## src/sv/two_phase_register_memory_cpu_macros.svh

```systemverilog
// Assertion macros used by the two_phase_register_memory_cpu RTL controller.
`ifndef TWO_PHASE_REGISTER_MEMORY_CPU_MACROS_SVH
`define TWO_PHASE_REGISTER_MEMORY_CPU_MACROS_SVH

// Same-cycle implication, disabled during reset.
`define TPRMC_ASSERT_IMP(label, clk, rst, ante, cons) \
  label: assert property (@(posedge clk) disable iff (rst) (ante) |-> (cons)) \
    else $error("tprmc assertion failed");

// Next-cycle implication, disabled during reset.
`define TPRMC_ASSERT_NXT(label, clk, rst, ante, cons) \
  label: assert property (@(posedge clk) disable iff (rst) (ante) |=> (cons)) \
    else $error("tprmc assertion failed");

`endif

```

## src/sv/tprmc_pkg.sv

```systemverilog
// Package: shared constants, opcodes, controller states and command bundle.
`timescale 1ns / 1ps

package tprmc_pkg;

  // Memory word address width; pages hold four words.
  localparam int MEM_WORD_ADDR_BITS = 12;
  localparam int PAGE_BITS          = MEM_WORD_ADDR_BITS - 2;
  localparam int PAGES              = 1 << PAGE_BITS;
  localparam int WORD_W             = 32;
  localparam int ADDR_FIELD_W       = 24;

  // Control bits in instruction word 0.
  localparam int BIT_A_RAM    = 16;
  localparam int BIT_B_RAM    = 17;
  localparam int BIT_W_RAM    = 18;
  localparam int BIT_W_REG    = 19;
  localparam int BIT_A_CST    = 20;
  localparam int BIT_B_CST    = 21;
  localparam int BIT_ADDR_REG = 22;

  typedef enum logic [3:0] {
    OP_MOV = 4'd0,
    OP_INC = 4'd1,
    OP_ADD = 4'd2,
    OP_NOT = 4'd3,
    OP_NEG = 4'd4,
    OP_SUB = 4'd5,
    OP_XOR = 4'd6,
    OP_OR  = 4'd7,
    OP_AND = 4'd8,
    OP_MUL = 4'd9,
    OP_JIZ = 4'd10,
    OP_JNZ = 4'd11
  } op_t;

  typedef enum logic [2:0] {
    S_IDLE,
    S_FETCH,
    S_ADDR,
    S_OPA,
    S_OPB,
    S_EXEC,
    S_WB
  } state_t;

  // One command per cycle from controller to datapath.
  typedef struct packed {
    logic load;      // write load word, report
    logic fetch;     // read instruction page at pc
    logic instr_ld;  // capture instruction, read address register
    logic addr_ld;   // form address, read operand page, read A register
    logic opa_ld;    // capture memory word and A register, read B register
    logic opb_ld;    // select operands
    logic exec;      // ALU
    logic wb;        // write back, report
  } cmd_t;

endpackage

```

## src/sv/tprmc_ctrl.sv

```systemverilog
// Controller: sequences one load or one instruction step through the datapath.
`timescale 1ns / 1ps
`include "two_phase_register_memory_cpu_macros.svh"

module tprmc_ctrl (
  input  logic            clk,
  input  logic            rst,
  input  logic            start,
  input  logic            operation,
  output logic            busy,
  output tprmc_pkg::cmd_t cmd
);
  import tprmc_pkg::*;

  state_t state;
  state_t state_next;

  always_ff @(posedge clk) begin
    if (rst) begin
      state <= S_IDLE;
    end else begin
      state <= state_next;
    end
  end

  always_comb begin
    state_next = state;
    cmd        = '0;
    busy       = 1'b1;
    unique case (state)
      S_IDLE: begin
        busy = 1'b0;
        if (start) begin
          if (operation) begin
            cmd.fetch  = 1'b1;
            state_next = S_FETCH;
          end else begin
            cmd.load = 1'b1;
          end
        end
      end
      S_FETCH: begin
        cmd.instr_ld = 1'b1;
        state_next   = S_ADDR;
      end
      S_ADDR: begin
        cmd.addr_ld = 1'b1;
        state_next  = S_OPA;
      end
      S_OPA: begin
        cmd.opa_ld = 1'b1;
        state_next = S_OPB;
      end
      S_OPB: begin
        cmd.opb_ld = 1'b1;
        state_next = S_EXEC;
      end
      S_EXEC: begin
        cmd.exec   = 1'b1;
        state_next = S_WB;
      end
      S_WB: begin
        cmd.wb     = 1'b1;
        state_next = S_IDLE;
      end
      default: begin
        state_next = S_IDLE;
      end
    endcase
  end

  `TPRMC_ASSERT_IMP(a_cmd_onehot0, clk, rst, 1'b1, $onehot0(cmd))
  `TPRMC_ASSERT_NXT(a_load_stays_idle, clk, rst, cmd.load, !busy)
  `TPRMC_ASSERT_NXT(a_fetch_to_wb, clk, rst, cmd.fetch, ##5 cmd.wb)
  `TPRMC_ASSERT_NXT(a_wb_frees, clk, rst, cmd.wb, !busy)

endmodule

```

## config.mk

```make
export PLATFORM = sky130hd
export DESIGN_NAME = tprmc_ctrl
export DESIGN_NICKNAME = d
export VERILOG_FILES = /design/src/sv/tprmc_pkg.sv /design/src/sv/tprmc_ctrl.sv
export VERILOG_INCLUDE_DIRS = /design/src /design/src/sv
export SDC_FILE = /design/constraint.sdc
export NUM_CORES = 1
export LEC_CHECK = 0
export BUFFER_PORTS_ARGS = -buffer_cell sky130_fd_sc_hd__clkbuf_2
export CAP_MARGIN = 0
export CELL_PAD_IN_SITES_DETAIL_PLACEMENT = 0
export CELL_PAD_IN_SITES_GLOBAL_PLACEMENT = 1
export CORE_AREA = 3 3 40 42
export CTS_CLUSTER_SIZE = 16
export DETAILED_ROUTE_END_ITERATION = 6
export DIE_AREA = 0 0 43 45
export HOLD_SLACK_MARGIN = 0.06
export PLACE_DENSITY = 0.43
export REMOVE_ABC_BUFFERS = 1
export SYNTH_ARGS = -nofsm -noshare
export SYNTH_HDL_FRONTEND = slang
export SYNTH_SLANG_ARGS = --single-unit
```

## constraint.sdc

```tcl
create_clock -name clk -period 1.7 [get_ports clk]
set_input_delay 0.085 -clock clk [delete_from_list [all_inputs] [get_ports clk]]
set_output_delay 0.085 -clock clk [all_outputs]
set_load 0.01 [all_outputs]
```

[Yosys cells after proc, flatten, opt, wreduce, memory -nomap -nowiden]
Cells that the tools add are included.
Storage, ports and cells
  input bits: 4
  output and inout bits: 9
  word-level logic and storage cells: 25
  register bits: 3
Operators by class
  mux-type cells: 14
  eq/ne operators: 8
  reductions and logical operators: 2
Operators by type and width (number)
  3-bit one-hot mux with 6 select lines: 1
  3-bit == test (second input constant): 3
  1-bit 2-to-1 mux: 9
  3-bit by 2-bit == test with 1-bit output (second input constant): 2
  3-bit 2-to-1 mux: 2
  2-bit 2-to-1 mux: 2
  2-bit != test (second input constant): 2
  3-bit by 1-bit == test with 1-bit output (second input constant): 1
  3-bit logical NOT: 1
  2-bit AND reduction: 1

[Logic depth before layout (Yosys ltp)]
  depth in word-level cells: 3
  gate-level depth with buffers: 3
  gate-level depth less buffers: 3

[Least setup slack after synthesis]
No wires, ideal clock.
  path kind: register -> output
  from: register state[2]
  to: output cmd[7] (netlist name)
  stages on the path, launching flop included: 4
  setup slack: 0.625 ns
  required time: 1.615 ns
  arrival: 0.990 ns
  path buffers: 0
  cells stage by stage: dfxtp_1 nor3_1 inv_1 nor3b_1
RTL lines
  start, declared: RTL line tprmc_ctrl.sv:15  | state_t state;
  start signal, assigned: RTL line tprmc_ctrl.sv:22  | state <= state_next;
  end, declared: RTL line tprmc_ctrl.sv:11  | output tprmc_pkg::cmd_t cmd

==> results.py <==
metrics = {
    "outcome": {
        "status": "complete, no violations",
    },
    "worst_setup_path": {
        "worst_ep_arrival_time_ns": 1.27,
        "endpoint_kind": "output port",
        "critPathSlowestCell": "dfxtp_1",
        "slowest_delay_ns": 0.44,
        "critPathMaxFanout": 9,
        "required_ns": 1.62,
        "criticalPathCategory": "reg2out",
        "cp_cell_sequence": "or3b_1 > inv_1 > clkbuf_2",
        "cp-start-kind": "flip-flop",
    },
    "sta": {
        "max_freq_mhz": 738,
        "worst_slack_ns": 0.345,
        "rsz0062_at_grt": "false",
        "setup_tns_ns": 0,
        "setup_viol": 0,
        "slew_violations": 0,
        "period_share": 0.797,
        "whs_ns": 0.278,
        "worst_pin_slew_ns": 0.324,
        "finalCriticalPeriod_ns": 1.36,
        "max_slew_margin": 0.783,
        "hold_violations": 0,
        "skew_ns": 0.00398,
    },
    "logic_synthesis": {
        "ys_top_cells_by_area": "dfxtp_1 (35%), inv_1 (8.6%), nor3b_1 (8.6%), nand2b_1 (7.2%), a2111oi_1 (5.8%)",
        "ys_types": 13,
        "netlist_area_sq_um": 174,
        "synth_area_per_cell_sq_um": 7.91,
        "netlist_instances": 22,
        "synth_top_area_frac": 0.345,
        "ys_ff_latch": 3,
        "synth_enable_flop_cells": 0,
        "postSynth.asyncResetShare": 0,
        "yosys_warnings": 0,
        "seq_area_frac_synth": 0.345,
        "ys_top_cells_by_count": "inv_1 (4), dfxtp_1 (3)",
        "synth.most_common_cell": "inv_1",
        "yosysTopAreaCell": "dfxtp_1",
        "synthFlopType": "dfxtp_1",
    },
    "min_path": {
        "hold_class": "in2reg",
    },
    "global_routing": {
        "grt_max_degree": 10,
        "antenna_found_initial": 0,
        "overflow": 0,
        "grt_pass1_wl_um": 765,
        "grtUsageTotal": 0.0575,
        "grt_pass1_vias": 204,
    },
    "floorplan": {
        "dieHeight_um": 45,
        "dieWidth_um": 43,
        "num_io_pins": 13,
        "start_util": 0.135,
        "die-area_sq_um": 1940,
        "rows": 13,
        "coreArea_sq_um": 1280,
    },
    "finish": {
        "area_growth_pct": 66.2,
        "post-route-util": 0.225,
        "top_register": "state",
        "diodes": 0,
        "regArea_sq_um": 60.1,
        "layout-drive-gt1-share": 0.410,
        "reg.largest.list": "state x3",
        "nFillCells": 146,
        "nNetsFinal": 44,
        "largest_register_ffs": 3,
        "multi_input_area_sq_um": 98.8,
    },
    "cts": {
        "clk_pin_slew_ns": 0.04,
        "htree_levels": 1,
        "cts_hold_buf": 1,
        "cts_resized": 0,
        "clock_insertion_delay_worst_skew_ns": 0.23,
        "cts_tree": "built",
        "cts_sinks": 3,
        "cts_buffers": 3,
        "clockRootBuffer": "clkbuf_4",
        "post-cts-setup-buffers": 0,
        "clk_path_buf_depth": 2,
    },
    "routing": {
        "drtIter0Drc": 5,
        "wl_um": 455,
        "wire_per_inst_um": 8.43,
        "drt_pass1_iterations": 4,
        "postRouteAntennaNets": 0,
        "via_per_inst": 3.98,
        "via_count": 215,
        "remaining_drc_errors": 0,
    },
    "job": {
        "maxCapViolCount": 0,
    },
    "power": {
        "vdd_ir_drop_max_uv": 202,
        "leakage_nw": 0.149,
        "cellPowerDensity_nw_per_um2": 888,
        "p_total_mw": 0.257,
    },
    "place": {
        "io_buffers": 12,
        "pre_cts_slack_ns": 0.574,
        "globalplace.congestion": 0.603,
        "dp_hpwl_um": 369,
    },
}
==> path summary, 6_finish.rpt <==
check | start | endpoint | slack (ns) | depth (start not counted)
max | state[1]$_SDFFE_PP0P_ | cmd[4] | 0.34 | 3
min | start | state[0]$_SDFFE_PP0P_ | 0.28 | 3
max reg2reg | state[1]$_SDFFE_PP0P_ | state[1]$_SDFFE_PP0P_ | 0.65 | 2
min reg2reg | state[0]$_SDFFE_PP0P_ | state[0]$_SDFFE_PP0P_ | 0.56 | 1
==> metal layers <==
layer	vias up	share of wire	global-route usage	wire, um
li1	109	-	-	-
met1	96	0.39	0.0482	178
met2	10	0.51	0.0898	231
met3	0	0.097	0.0159	44
met4	0	0	0.0904	0
met5	-	0	0	0
==> where the power goes <==
group	internal [mW]	switching [mW]
Combinational	0.0237	0.0244
Clock	0.0880	0.0367
Sequential	0.0755	0.00830
==> through the flow <==
step                      cell area, sq um  std cells
after floorplan                        174         22
after global placement                 253         49
after detailed placement               253         49
after CTS                              289         54
after global routing                   289         54
final                                  289         54
==> kinds of logic (layout without fill, tap and decap cells) <==
logic type             Yosys count  count (layout)  synth area share
AO/OA/AOI/OAI                    4               4             0.180
AND/OR/NAND/NOR                 11              11             0.389
flip-flops                       3               3             0.345
buffers and inverters            4              21            0.0863
==> worst max-delay path, delay by kind of cell, from the launching register on <==
family	cells	cell delay, ns
flops	1	0.44
buf+inv	2	0.19
simple gates	1	0.41
==> layout make-up <==
type	instances	area share
clock buffer	4	0.0909
tap	15	0.0649
sequential	3	0.208
inverter	4	0.0519
timing repair buffer	13	0.242
multi-input combinational	15	0.342
==> cells in the final DEF (no fill, tap or decap), types with 2 or more instances in the layout <==
| cell | synthesis | routed |
|---|---|---|
| clkbuf_2 | 0 | 12 |
| clkbuf_4 | 0 | 3 |
| dfxtp_1 | 3 | 3 |
| inv_1 | 4 | 4 |
| nand2b_1 | 2 | 2 |
| nor2_1 | 2 | 2 |
| nor3_1 | 2 | 2 |
| nor3b_1 | 2 | 2 |
No activity file was read; power rests on OpenSTA's default activity.
